[src/hw/rtl/stk_pkg.sv]
// ----------------------------------------------------------------------------
// stk_pkg
// Shared types and constants of the bounded stack with peek by depth.
// ----------------------------------------------------------------------------
package stk_pkg;

   // width of the count, capacity and peek depth fields
   localparam int CNT_W    = 7;
   localparam int VAL_W    = 32;
   localparam int REQ_DATA_W = 40;
   localparam int RSP_DATA_W = 40;
   localparam int REQ_USER_W = 2;
   localparam int RSP_USER_W = 4;

   typedef enum logic [1:0] {
      OP_PUSH = 2'd0,
      OP_POP  = 2'd1,
      OP_PEEK = 2'd2,
      OP_TOP  = 2'd3
   } op_type;

   typedef enum logic [1:0] {
      STAT_OK        = 2'd0,
      STAT_OVERFLOW  = 2'd1,
      STAT_UNDERFLOW = 2'd2,
      STAT_BAD_DEPTH = 2'd3
   } status_type;

   typedef enum logic {
      S_IDLE = 1'b0,
      S_READ = 1'b1
   } state_type;

   // controller to datapath
   typedef struct packed {
      logic take;      // request item accepted this cycle
      logic load_out;  // move pending result into the output register
   } cmd_type;

   // datapath to controller
   typedef struct packed {
      logic out_valid;
   } stat_type;

endpackage

[src/hw/rtl/lifo_stack_with_peek.sv]
// ----------------------------------------------------------------------------
// lifo_stack_with_peek
// Bounded stack of signed words with push, pop, peek by depth and read top.
// ----------------------------------------------------------------------------
// Every request item gives one response item with the word read, a status
// (ok, overflow, underflow, invalid peek depth) and the empty flag, full flag
// and entry count after the request. The idle state takes a request, updates
// the fill count and addresses the stack RAM; the read state, held by a
// stalled output, moves the registered RAM read into the output register.
// The next request is taken while a response waits. The capacity register
// (csr_data) may be written while the block is idle; 0 acts as 1, values
// above DEPTH act as DEPTH. The stack RAM needs no clearing after reset.
module lifo_stack_with_peek #(
   parameter int DEPTH     = 64
) (
   input  logic                             clock,
   input  logic                             reset,
   input  logic                             req_tvalid,
   output logic                             req_tready,
   // push_value [31:0], peek_depth [38:32], zero [39]
   input  logic [stk_pkg::REQ_DATA_W-1:0]   req_tdata,
   // op [1:0]
   input  logic [stk_pkg::REQ_USER_W-1:0]   req_tuser,
   output logic                             rsp_tvalid,
   input  logic                             rsp_tready,
   // read_value [31:0], entry_count [38:32], zero [39]
   output logic [stk_pkg::RSP_DATA_W-1:0]   rsp_tdata,
   // status [1:0], is_empty [2], is_full [3]
   output logic [stk_pkg::RSP_USER_W-1:0]   rsp_tuser,
   input  logic                             csr_valid,
   output logic                             csr_ready,
   input  logic [stk_pkg::CNT_W-1:0]        csr_data
);
   import stk_pkg::*;

   cmd_type          cmd;
   stat_type         stat;
   logic [VAL_W-1:0] read_value;
   logic [1:0]       status;
   logic             is_empty;
   logic             is_full;
   logic [CNT_W-1:0] entry_count;

   assign csr_ready = 1'b1;

   stk_ctrl u_ctrl (
      .clock      (clock),
      .reset      (reset),
      .req_tvalid (req_tvalid),
      .req_tready (req_tready),
      .rsp_tready (rsp_tready),
      .stat       (stat),
      .cmd        (cmd)
   );

   stk_dpath #(
      .DEPTH     (DEPTH)
   ) u_dpath (
      .clock           (clock),
      .reset           (reset),
      .cmd             (cmd),
      .stat            (stat),
      .csr_valid       (csr_valid),
      .csr_data        (csr_data),
      .req_op          (req_tuser[1:0]),
      .req_push_value  (req_tdata[VAL_W-1:0]),
      .req_peek_depth  (req_tdata[VAL_W+CNT_W-1:VAL_W]),
      .rsp_tready      (rsp_tready),
      .rsp_valid       (rsp_tvalid),
      .rsp_read_value  (read_value),
      .rsp_status      (status),
      .rsp_is_empty    (is_empty),
      .rsp_is_full     (is_full),
      .rsp_entry_count (entry_count)
   );

   assign rsp_tdata = {1'b0, entry_count, read_value};
   assign rsp_tuser = {is_full, is_empty, status};

endmodule

[src/hw/rtl/stk_ram.sv]
// ----------------------------------------------------------------------------
// stk_ram
// Generic single write port, single read port RAM with registered read.
// ----------------------------------------------------------------------------
module stk_ram #(
   parameter int WIDTH = 32,
   parameter int DEPTH = 64
) (
   input  logic                     clock,
   input  logic                     we,
   input  logic [$clog2(DEPTH)-1:0] waddr,
   input  logic [WIDTH-1:0]         wdata,
   input  logic                     re,
   input  logic [$clog2(DEPTH)-1:0] raddr,
   output logic [WIDTH-1:0]         rdata
);

   logic [WIDTH-1:0] mem_ff [DEPTH];
   logic [WIDTH-1:0] rdata_ff;

   always_ff @(posedge clock) begin
      if (we) begin
         mem_ff[waddr] <= wdata;
      end
      if (re) begin
         rdata_ff <= mem_ff[raddr];
      end
   end

   assign rdata = rdata_ff;

endmodule

[src/hw/rtl/stk_ctrl.sv]
// ----------------------------------------------------------------------------
// stk_ctrl
// Request sequencer: accepts a request, then hands the RAM read result to
// the output register once that register is free.
// ----------------------------------------------------------------------------
module stk_ctrl (
   input  logic             clock,
   input  logic             reset,
   input  logic             req_tvalid,
   output logic             req_tready,
   input  logic             rsp_tready,
   input  stk_pkg::stat_type stat,
   output stk_pkg::cmd_type  cmd
);
   import stk_pkg::*;

   state_type state_ff, state_in;
   logic      out_free;

   assign out_free = !stat.out_valid || rsp_tready;

   always_ff @(posedge clock) begin
      if (reset) begin
         state_ff <= S_IDLE;
      end else begin
         state_ff <= state_in;
      end
   end

   always_comb begin
      state_in = state_ff;
      unique case (state_ff)
         S_IDLE: begin
            if (req_tvalid) begin
               state_in = S_READ;
            end
         end
         S_READ: begin
            if (out_free) begin
               state_in = S_IDLE;
            end
         end
         default: state_in = S_IDLE;
      endcase
   end

   always_comb begin
      req_tready   = 1'b0;
      cmd.take     = 1'b0;
      cmd.load_out = 1'b0;
      unique case (state_ff)
         S_IDLE: begin
            req_tready = 1'b1;
            cmd.take   = req_tvalid;
         end
         S_READ: begin
            cmd.load_out = out_free;
         end
         default: ;
      endcase
   end

endmodule

[src/hw/rtl/stk_dpath.sv]
// ----------------------------------------------------------------------------
// stk_dpath
// Stack datapath: fill count, capacity register, request decode, stack RAM
// and the result register.
// ----------------------------------------------------------------------------
module stk_dpath #(
   parameter int DEPTH     = 64
) (
   input  logic                        clock,
   input  logic                        reset,
   input  stk_pkg::cmd_type            cmd,
   output stk_pkg::stat_type           stat,
   input  logic                        csr_valid,
   input  logic [stk_pkg::CNT_W-1:0]   csr_data,
   input  logic [1:0]                  req_op,
   input  logic [stk_pkg::VAL_W-1:0]   req_push_value,
   input  logic [stk_pkg::CNT_W-1:0]   req_peek_depth,
   input  logic                        rsp_tready,
   output logic                        rsp_valid,
   output logic [stk_pkg::VAL_W-1:0]   rsp_read_value,
   output logic [1:0]                  rsp_status,
   output logic                        rsp_is_empty,
   output logic                        rsp_is_full,
   output logic [stk_pkg::CNT_W-1:0]   rsp_entry_count
);
   import stk_pkg::*;

   localparam int AW = (DEPTH > 1) ? $clog2(DEPTH) : 1;
   localparam int IW = (AW > CNT_W) ? AW : CNT_W;

   logic [CNT_W-1:0] count_ff, count_in;
   logic [CNT_W-1:0] cap_ff;
   logic [CNT_W-1:0] cap_eff;

   // pending result, waiting on the RAM read
   status_type       pend_status_ff, pend_status_in;
   logic             pend_use_ff, pend_use_in;
   logic             pend_empty_ff;
   logic             pend_full_ff;
   logic [CNT_W-1:0] pend_count_ff;

   logic             out_valid_ff;
   logic [VAL_W-1:0] out_value_ff;
   logic [1:0]       out_status_ff;
   logic             out_empty_ff;
   logic             out_full_ff;
   logic [CNT_W-1:0] out_count_ff;

   logic                 ram_we, ram_re;
   logic [IW-1:0]        waddr_w, raddr_w;
   logic [VAL_W-1:0]     ram_wdata, ram_rdata;
   logic [VAL_W-1:0]     rd_ext;
   op_type               op;

   assign op = op_type'(req_op);

   // zero acts as one, anything above the built depth acts as the depth
   always_comb begin
      if (cap_ff == '0) begin
         cap_eff = CNT_W'(1);
      end else if (32'(cap_ff) > DEPTH) begin
         cap_eff = CNT_W'(DEPTH);
      end else begin
         cap_eff = cap_ff;
      end
   end

   always_comb begin
      count_in       = count_ff;
      pend_status_in = STAT_OK;
      pend_use_in    = 1'b0;
      ram_we         = 1'b0;
      ram_re         = 1'b0;
      waddr_w        = IW'(count_ff);
      raddr_w        = IW'(count_ff - CNT_W'(1));
      unique case (op)
         OP_PUSH: begin
            if (count_ff >= cap_eff) begin
               pend_status_in = STAT_OVERFLOW;
            end else begin
               ram_we   = cmd.take;
               count_in = count_ff + CNT_W'(1);
            end
         end
         OP_POP: begin
            if (count_ff == '0) begin
               pend_status_in = STAT_UNDERFLOW;
            end else begin
               ram_re      = cmd.take;
               pend_use_in = 1'b1;
               count_in    = count_ff - CNT_W'(1);
            end
         end
         OP_PEEK: begin
            if (req_peek_depth == '0 || req_peek_depth > count_ff) begin
               pend_status_in = STAT_BAD_DEPTH;
            end else begin
               ram_re      = cmd.take;
               pend_use_in = 1'b1;
               raddr_w     = IW'(count_ff - req_peek_depth);
            end
         end
         OP_TOP: begin
            if (count_ff == '0) begin
               pend_status_in = STAT_UNDERFLOW;
            end else begin
               ram_re      = cmd.take;
               pend_use_in = 1'b1;
            end
         end
         default: ;
      endcase
   end

   assign ram_wdata = req_push_value;

   stk_ram #(
      .WIDTH (VAL_W),
      .DEPTH (DEPTH)
   ) u_ram (
      .clock (clock),
      .we    (ram_we),
      .waddr (waddr_w[AW-1:0]),
      .wdata (ram_wdata),
      .re    (ram_re),
      .raddr (raddr_w[AW-1:0]),
      .rdata (ram_rdata)
   );

   always_ff @(posedge clock) begin
      if (reset) begin
         count_ff     <= '0;
         cap_ff       <= CNT_W'(64);
         out_valid_ff <= 1'b0;
      end else begin
         if (csr_valid) begin
            cap_ff <= csr_data;
         end
         if (cmd.take) begin
            count_ff <= count_in;
         end
         if (cmd.load_out) begin
            out_valid_ff <= 1'b1;
         end else if (rsp_tready) begin
            out_valid_ff <= 1'b0;
         end
      end
   end

   always_ff @(posedge clock) begin
      if (cmd.take) begin
         pend_status_ff <= pend_status_in;
         pend_use_ff    <= pend_use_in;
         pend_empty_ff  <= (count_in == '0);
         pend_full_ff   <= (count_in >= cap_eff);
         pend_count_ff  <= count_in;
      end
   end

   // error and push results read as all ones of a stored word
   assign rd_ext = pend_use_ff ? ram_rdata : {VAL_W{1'b1}};

   always_ff @(posedge clock) begin
      if (cmd.load_out) begin
         out_value_ff  <= rd_ext;
         out_status_ff <= pend_status_ff;
         out_empty_ff  <= pend_empty_ff;
         out_full_ff   <= pend_full_ff;
         out_count_ff  <= pend_count_ff;
      end
   end

   assign stat.out_valid   = out_valid_ff;
   assign rsp_valid        = out_valid_ff;
   assign rsp_read_value   = out_value_ff;
   assign rsp_status       = out_status_ff;
   assign rsp_is_empty     = out_empty_ff;
   assign rsp_is_full      = out_full_ff;
   assign rsp_entry_count  = out_count_ff;

endmodule

[config.mk]
export PLATFORM = sky130hd
export DESIGN_NAME = lifo_stack_with_peek
export DESIGN_NICKNAME = d
export VERILOG_FILES = /design/src/hw/rtl/stk_pkg.sv /design/src/hw/rtl/lifo_stack_with_peek.sv /design/src/hw/rtl/stk_ram.sv /design/src/hw/rtl/stk_ctrl.sv /design/src/hw/rtl/stk_dpath.sv
export SDC_FILE = /design/constraint.sdc
export NUM_CORES = 2
export LEC_CHECK = 0
export CAP_MARGIN = 20
export CORE_MARGIN = 3
export CORE_UTILIZATION = 55
export CTS_CLUSTER_DIAMETER = 150
export DETAILED_ROUTE_END_ITERATION = 7
export DONT_BUFFER_PORTS = 1
export PLACE_DENSITY = 0.79
export SYNTH_ARGS = -nofsm -noshare
export SYNTH_HDL_FRONTEND = slang
export SYNTH_SLANG_ARGS = --single-unit
[constraint.sdc]
create_clock -name clock -period 8.4 [get_ports clock]
set_clock_uncertainty 0.15 [all_clocks]
set_input_delay 0 -clock clock [delete_from_list [all_inputs] [get_ports clock]]
set_output_delay 0 -clock clock [all_outputs]
set_load 0.03 [all_outputs]
== After elaboration in Yosys (flattened, before gate mapping) ==
Memories as Yosys holds them, arrays and structs flattened. A register that Yosys moved wholly into a read port is not among the register bits.
Index checks and enable logic that the tools add are counted.

* Register bits: 71
* Memory bits (writable): 2048
* Input port bits: 54
* Output and inout port bits: 47
* Word-level logic and storage cells: 65
* Memories kept: 1

{| class="wikitable"
|+ Memories
! name !! depth !! bits a word !! read ports !! clocked after memory_dff !! wr ports !! line !! text
|-
| u_dpath.u_ram.mem_ff || 64 || 32 || 1 || 1 || 1 || stk_ram.sv:18 || <nowiki>logic [WIDTH-1:0] mem_ff [DEPTH];</nowiki>
|}

* Add/sub/neg operators: 3
* $lt $le $gt $ge: 4
* Equality and inequality tests: 3
* Mux-type cells: 29
* Bitwise logic cells: 1
* Reduce and logical (&&, ||, !) cells: 10

{| class="wikitable"
|+ Operators with widths
! operator !! number
|-
| 7-bit logical NOT || 4
|-
| 7-bit 2-to-1 mux || 4
|-
| 1-bit 2-to-1 mux || 16
|-
| 7-bit greater-or-equal comparator || 2
|-
| 7-bit case mux with 2 select lines || 1
|-
| 6-bit 2-to-1 mux || 2
|-
| 7-bit by 1-bit adder with 7-bit output, second input constant || 1
|-
| 7-bit greater-than comparator || 1
|-
| 7-bit greater-than comparator, second input constant || 1
|-
| 7-bit by 1-bit subtractor with 7-bit output, second input constant || 1
|-
| 1-bit case mux with 2 select lines || 3
|-
| 2-bit case mux with 3 select lines || 1
|-
| 6-bit subtractor || 1
|-
| 2-bit equality test, second input constant || 2
|-
| 2-bit 2-to-1 mux || 2
|-
| 2-bit by 1-bit equality test with 1-bit output, second input constant || 1
|-
| 2-bit logical NOT || 1
|-
| 1-bit logical OR || 2
|-
| 2-bit nonzero test || 1
|-
| 2-bit OR reduction || 1
|-
| 1-bit logical NOT || 1
|-
| 1-bit inverter || 1
|}

== Depth between registers and ports, before layout ==
* Word-level depth: 8
* Depth in mapped cells: 17
* Gate-level depth less buffers: 17

== By module ==
A second synthesis with hierarchy kept.

* Cells, all modules: 3671
* Area, all modules: 82683.0 um2

{| class="wikitable"
|+ By module, submodules not included
! module !! instances !! cells an instance !! area an instance (um2) !! sequential area each (um2)
|-
| stk_ram || 1 || 3324 || 78835.6 || 62459.9
|-
| stk_dpath || 1 || 333 || 3751.1 || 1951.9
|-
| stk_ctrl || 1 || 8 || 58.8 || 20.0
|-
| lifo_stack_with_peek || 1 || 6 || 37.5 || 0.0
|}

== Worst setup path before layout ==
Ideal clock, no wire load.

* Path type: reg2reg
* From: register u_dpath.count_ff[0]
* To: memory u_dpath.u_ram.mem_ff[24][0] (enable)
* Library setup time: 0.421 ns
* Arrival: 4.089 ns
* Data required time: 7.829 ns
* Slack: 3.740 ns
* Stages on the path, launching flop included: 11
* Path buffers: 1
* Period minus slack after synthesis: 4.660 ns
* Cell sequence: dfxtp_1 -> clkbuf_1 -> inv_1 -> ha_1 -> nand2b_1 -> a21o_1 -> a21o_1 -> a211o_1 -> nor4_1 -> nand3_1 -> nor2_1

* Word-level cells in the longest chain between the ends: 5

{| class="wikitable"
|+ Ends and longest elaborated chain
! element !! line !! text
|-
| from (decl) || stk_dpath.sv:31 || <nowiki>logic [CNT_W-1:0] count_ff, count_in;</nowiki>
|-
| from (signal assigned) || stk_dpath.sv:140 || <nowiki>count_ff <= count_in;</nowiki>
|-
| 7-bit greater-or-equal comparator || stk_dpath.sv:78 || <nowiki>if (count_ff >= cap_eff) begin</nowiki>
|-
| 1-bit 2-to-1 mux || stk_dpath.sv:78 ||
|-
| 1-bit 2-to-1 mux || stk_dpath.sv:76 || <nowiki>unique case (op)</nowiki>
|-
| 1-bit 2-to-1 mux || stk_ram.sv:22 || <nowiki>if (we) begin</nowiki>
|-
| 1-bit 2-to-1 mux (not written as such) || stk_ram.sv:23 || <nowiki>mem_ff[waddr] <= wdata;</nowiki>
|-
| to (decl) || stk_ram.sv:18 ||
|}

Parallel ways exist; a longest one is shown, timed or not.

== Worst setup path after layout ==
* From: register u_dpath.count_ff[2]
* To: register u_dpath.u_ram.rdata_ff[5] (netlist: u_dpath.u_ram.rdata[5]), read port of u_dpath.u_ram.mem_ff (data pin)

* Word-level cells in the longest chain between the ends: 4
* Elaborated cells between the ends (all ways): 10
* Those cells by class: 2 x add/sub; 1 x order compare; 5 x mux; 2 x reduce/logical

{| class="wikitable"
|+ Ends and longest elaborated chain
! element !! line !! text
|-
| 7-bit greater-than comparator || stk_dpath.sv:95 || <nowiki>if (req_peek_depth == '0 || req_peek_depth > count_ff) begin</nowiki>
|-
| 1-bit logical OR || stk_dpath.sv:95 ||
|-
| 1-bit 2-to-1 mux or 6-bit 2-to-1 mux (tied branches) || stk_dpath.sv:95 ||
|-
| 1-bit case mux with 2 select lines or 6-bit 2-to-1 mux (tied branches) || stk_dpath.sv:76 ||
|-
| to (decl) || stk_ram.sv:19 || <nowiki>logic [WIDTH-1:0] rdata_ff;</nowiki>
|}

Parallel ways exist; a longest one is shown, timed or not.
A chain may end at the register's enable or synchronous reset.

==> reports/results.env <==
OUTCOME='finished, final reports clean'
SW_FRAC_OF_TOTAL=0.237
YS_SEQ_AREA_FRAC=0.780
CRITICAL_PATH_PEAK_FANOUT=32
POST_CTS_RESIZE_COUNT=0
FIRST_GLOBAL_VIAS=44100
CTS-HTREE-LEVELS=4
NUM-FILL-CELLS=9843
WORSTHOLDSTART='req_tdata[31]'
POSTSYNTHNETCOUNT=4580
INTPOWER_mW=17.6
TRITONCTS='done'
TIGHTESTPINTRANSITION_NS=1.23
STDCELL_COUNT=6856
COMBINATIONAL_CELL_FRACTION_OF_TOTAL_POWER=0.107
CP_REQUIRED_NS=8.77
WIRELENGTH_MM=218
GRT_START_MAX_NET_PINS=101
START_OF_THE_WORST_REGISTER_TO_REGISTER_PATH='u_dpath.count_ff[2]$_SDFFE_PP0P_'
MIN-DELAY-PATH-CLASS='input pin to flop'
FINAL-HOLD-VIOLATION-COUNT=0
PORT-BUFFER-COUNT=0
SYN_AVG_CELL_AREA_SQ_UM=18.4
SEQCELLAREA_SQ_UM=64400
LEADING_REGISTER_CELL_TYPE_OUT_OF_SYNTHESIS='sky130_fd_sc_hd__edfxtp_1'
POST_CTS_REPAIR_TIMING_SETUP_BUFFER_COUNT=0
DIE_AREA_SQ_UM=155000
LEAKAGE_nW=34.9
GR-USAGE-ALL-LAYERS=0.276
IRDROPWORSTVDD_uV=222
MULTIINPUTGATEAREA_SQ_UM=17600
DIE-HEIGHT_MICRONS=394
POST_SYNTH_INSTANCE_AREA_SQ_UM=82600
COMMONEST_CELLS_AFTER_ROUTING_FILL_AND_TAPS_ASIDE='sky130_fd_sc_hd__edfxtp_1, sky130_fd_sc_hd__mux2i_1, sky130_fd_sc_hd__o22ai_1, sky130_fd_sc_hd__clkbuf_16, sky130_fd_sc_hd__buf_4'
DR.FIRST_ITER.DRC_COUNT=6707
LEADING_CELL_TYPE_IN_THE_LAYOUT_FILL_AND_TAPS_EXCLUDED='sky130_fd_sc_hd__edfxtp_1'
CRITICALPATHCATEGORY='flop to flop'
FINALWORSTPATHREQUIREDPERIOD_NS=6.49
CAP_VIOL_MAX_COUNT=0
INITIAL_CORE_UTIL=0.556
SYNTH-EDFF-COUNT=2135
SYNTH.YOSYS.WARNINGS=0
CLOCK_POWER_SHARE=0.372
FINAL_ANTENNA_NET_COUNT=0
HOLDWS_NS=0.0395
GROUTE.LAYER.MET3.USAGE=0.0671
TIMING.FMAX_MHz=154
CTS_HOLD_BUF=108
GRT_FIRST_PASS_WIRELENGTH_MM=309
SHARE_OF_CELLS_ABOVE_DRIVE_STRENGTH_1=0.117
CTS.ROOT.BUFFER_CELL='sky130_fd_sc_hd__clkbuf_16'
SYNTHESIZED_NETLIST_CELL_COUNT=4498
FINALSETUPVIOLCOUNT=0
USE_MET1=0.376
YS_SEQ_ELEMENTS=2151
PLACE_INST=6394
GLOBALROUTE.TOTALOVERFLOW=0
FINALSETUPTNS_NS=0
WORSTSKEWPAIRLATENCY_NS=0.82
NUMBER_OF_TOP_LEVEL_PINS=101
PERIOD_SHARE=0.773
DRC=0
SHARE_OF_POWER_BURNED_IN_REGISTERS=0.520
GLOBAL_ROUTE_HOTTEST_LAYER='met2'
GP_CONGESTION=0.881
WORST_SLEW_MARGIN_REL=0.171
DRT-WIRELENGTH-PER-CELL_MICRONS=31.8
P_SW_mW=5.46
POWER.DENSITY_nW_PER_UM2=246
DETAILEDPLACEMENTHPWL_MM=120
CLKTRANSATPATHREGS_NS=0.06
WORSTSETUPENDPOINTTYPE='flop'
CRITPATHLAUNCH='u_dpath.count_ff[2]$_SDFFE_PP0P_'
CORE-AREA_SQ_UM=149000
FINALMAXSLEWVIOLATIONS=0
ASYNCSETRESETFLOPFRACSYNTH=0
DRT-VIAS-PER-INSTANCE=6.65
GRT.MET2_USAGE=0.417
CRIT_ARRIVAL_NS=6.86
CTS_INSERTED_BUFFERS=196
RSZ0062_AT_GRT='no'
VIAS=45600
ROW_COUNT=141
CLOCK_SINK_COUNT=2151
FINAL_NET_COUNT=4781
CTS_BUFFER_DEPTH=3
COUNT_OF_TRITONROUTE_ITERATIONS_IN_THE_FIRST_ROUTING_PASS=6
DIE_W_MICRONS=394
CRITPATHLAUNCHTYPE='flop'
ANTENNA_VIOLATIONS_BEFORE_REPAIR=11
SYN2LAYOUT_AREA_GROWTH_PCT=13.3
COUNT_OF_DISTINCT_CELL_TYPES_IN_THE_SYNTHESIZED_NETLIST=62
## power by group through the flow
stage               Sequential (mW)  Clock (mW)  Combinational (mW)
floorplan                      12.2           0                1.53
global placement               12.2           0                2.13
detailed placement             12.2           0                2.17
CTS                            12.0        8.62                2.42
global route                   12.0        9.02                2.57
finish                         12.0        8.58                2.47
## path summary, 6_finish.rpt
kind              slack, ns  cells past startpoint                                endpoint
setup / recovery       1.91                     14        u_dpath.u_ram.rdata[5]$_DFFE_PP_
hold / removal         0.04                      2  u_dpath.u_ram.mem_ff[34][31]$_DFFE_PP_
setup reg to reg       1.91                     14        u_dpath.u_ram.rdata[5]$_DFFE_PP_
hold reg to reg        0.27                      0    u_dpath.rsp_entry_count[1]$_DFFE_PP_
## flip-flops by register name, summed over array words and instances (netlist names), 2 cells and up
name and count:
u_dpath.u_ram.mem_ff 2048, u_dpath.cap_ff 7, u_dpath.rsp_entry_count 7, u_dpath.u_ram.rdata 32, u_dpath.count_ff 7, u_dpath.rsp_status 2
u_dpath.rsp_read_value 32, u_dpath.pend_count_ff 7, u_dpath.pend_status_ff 2
## cell type report
cell class | instances | share of cell area
inverters | 23 | 0.000922
clock inverters | 112 | 0.0111
well taps | 2002 | 0.0268
repair buffers | 251 | 0.0302
clock buffers | 233 | 0.0541
flip-flops and latches | 2151 | 0.688
multi-input cells | 2076 | 0.188
diodes | 8 | 0.000214
## per-layer routing
layer,vias up,share of wire
met5,-,0.00019
met4,6,0.057
met3,606,0.13
met2,3313,0.45
met1,23000,0.36
li1,18700,-
## critical path, stage by stage (launching register included)
cell	delay [ns]
sky130_fd_sc_hd__dfxtp_1	0.84
sky130_fd_sc_hd__inv_1	0.30
sky130_fd_sc_hd__ha_1	0.27
sky130_fd_sc_hd__a21oi_1	0.15
sky130_fd_sc_hd__a21oi_1	0.10
sky130_fd_sc_hd__o21bai_2	0.17
sky130_fd_sc_hd__nand3_2	0.62
sky130_fd_sc_hd__mux2i_4	0.72
sky130_fd_sc_hd__buf_4	0.52
sky130_fd_sc_hd__buf_4	0.58
sky130_fd_sc_hd__buf_4	0.56
sky130_fd_sc_hd__mux2i_1	0.29
sky130_fd_sc_hd__o22ai_1	0.12
sky130_fd_sc_hd__nor4_1	0.54
sky130_fd_sc_hd__nand4_1	0.16
## Yosys cell counts (16+ instances only)
cell / n / area share
sky130_fd_sc_hd__buf_1: 18 / 0.00082
sky130_fd_sc_hd__mux2i_1: 1023 / 0.12
sky130_fd_sc_hd__nand2_1: 33 / 0.0015
sky130_fd_sc_hd__nand4_1: 35 / 0.0027
sky130_fd_sc_hd__a21oi_1: 19 / 0.0012
sky130_fd_sc_hd__buf_2: 101 / 0.0061
sky130_fd_sc_hd__o22ai_1: 499 / 0.038
sky130_fd_sc_hd__edfxtp_1: 2135 / 0.78
sky130_fd_sc_hd__nand2b_1: 50 / 0.0038
sky130_fd_sc_hd__inv_1: 23 / 0.0010
sky130_fd_sc_hd__nor4_1: 126 / 0.0095
sky130_fd_sc_hd__clkbuf_1: 123 / 0.0056
sky130_fd_sc_hd__ha_1: 27 / 0.0041
sky130_fd_sc_hd__nor3_1: 18 / 0.0011
sky130_fd_sc_hd__dfxtp_1: 16 / 0.0039
sky130_fd_sc_hd__nor2_1: 104 / 0.0047
## per-stage QoR
stage / area [sq um] / power [mW] / setup WS, ns / util
final: 93600 / 23.0 / 1.91 / 0.630
after detailed placement: 85900 / 14.4 / 2.05 / 0.578
after global placement: 85800 / 14.3 / 2.14 / 0.578
after floorplan: 82600 / 13.7 / 3.74 / -
after global routing: 93600 / 23.6 / 1.66 / 0.630
after CTS: 93600 / 23.0 / 2.07 / 0.630
## cell families (layout without fill, tap and decap cells)
family / count (synthesis) / count (layout) / share of synthesized area
AOI/OAI and AO/OA: 576 / 576 / 0.0448
xor gates and xnor gates: 14 / 14 / 0.00148
adders and majority gates: 28 / 28 / 0.00433
buffers and inverters: 271 / 619 / 0.0142
DFF: 2151 / 2151 / 0.780
muxes: 1039 / 1039 / 0.128
other: 2 / 10 / 0.0000909
and+or+nand+nor: 417 / 417 / 0.0271
Power figures use the tool's default switching activity.
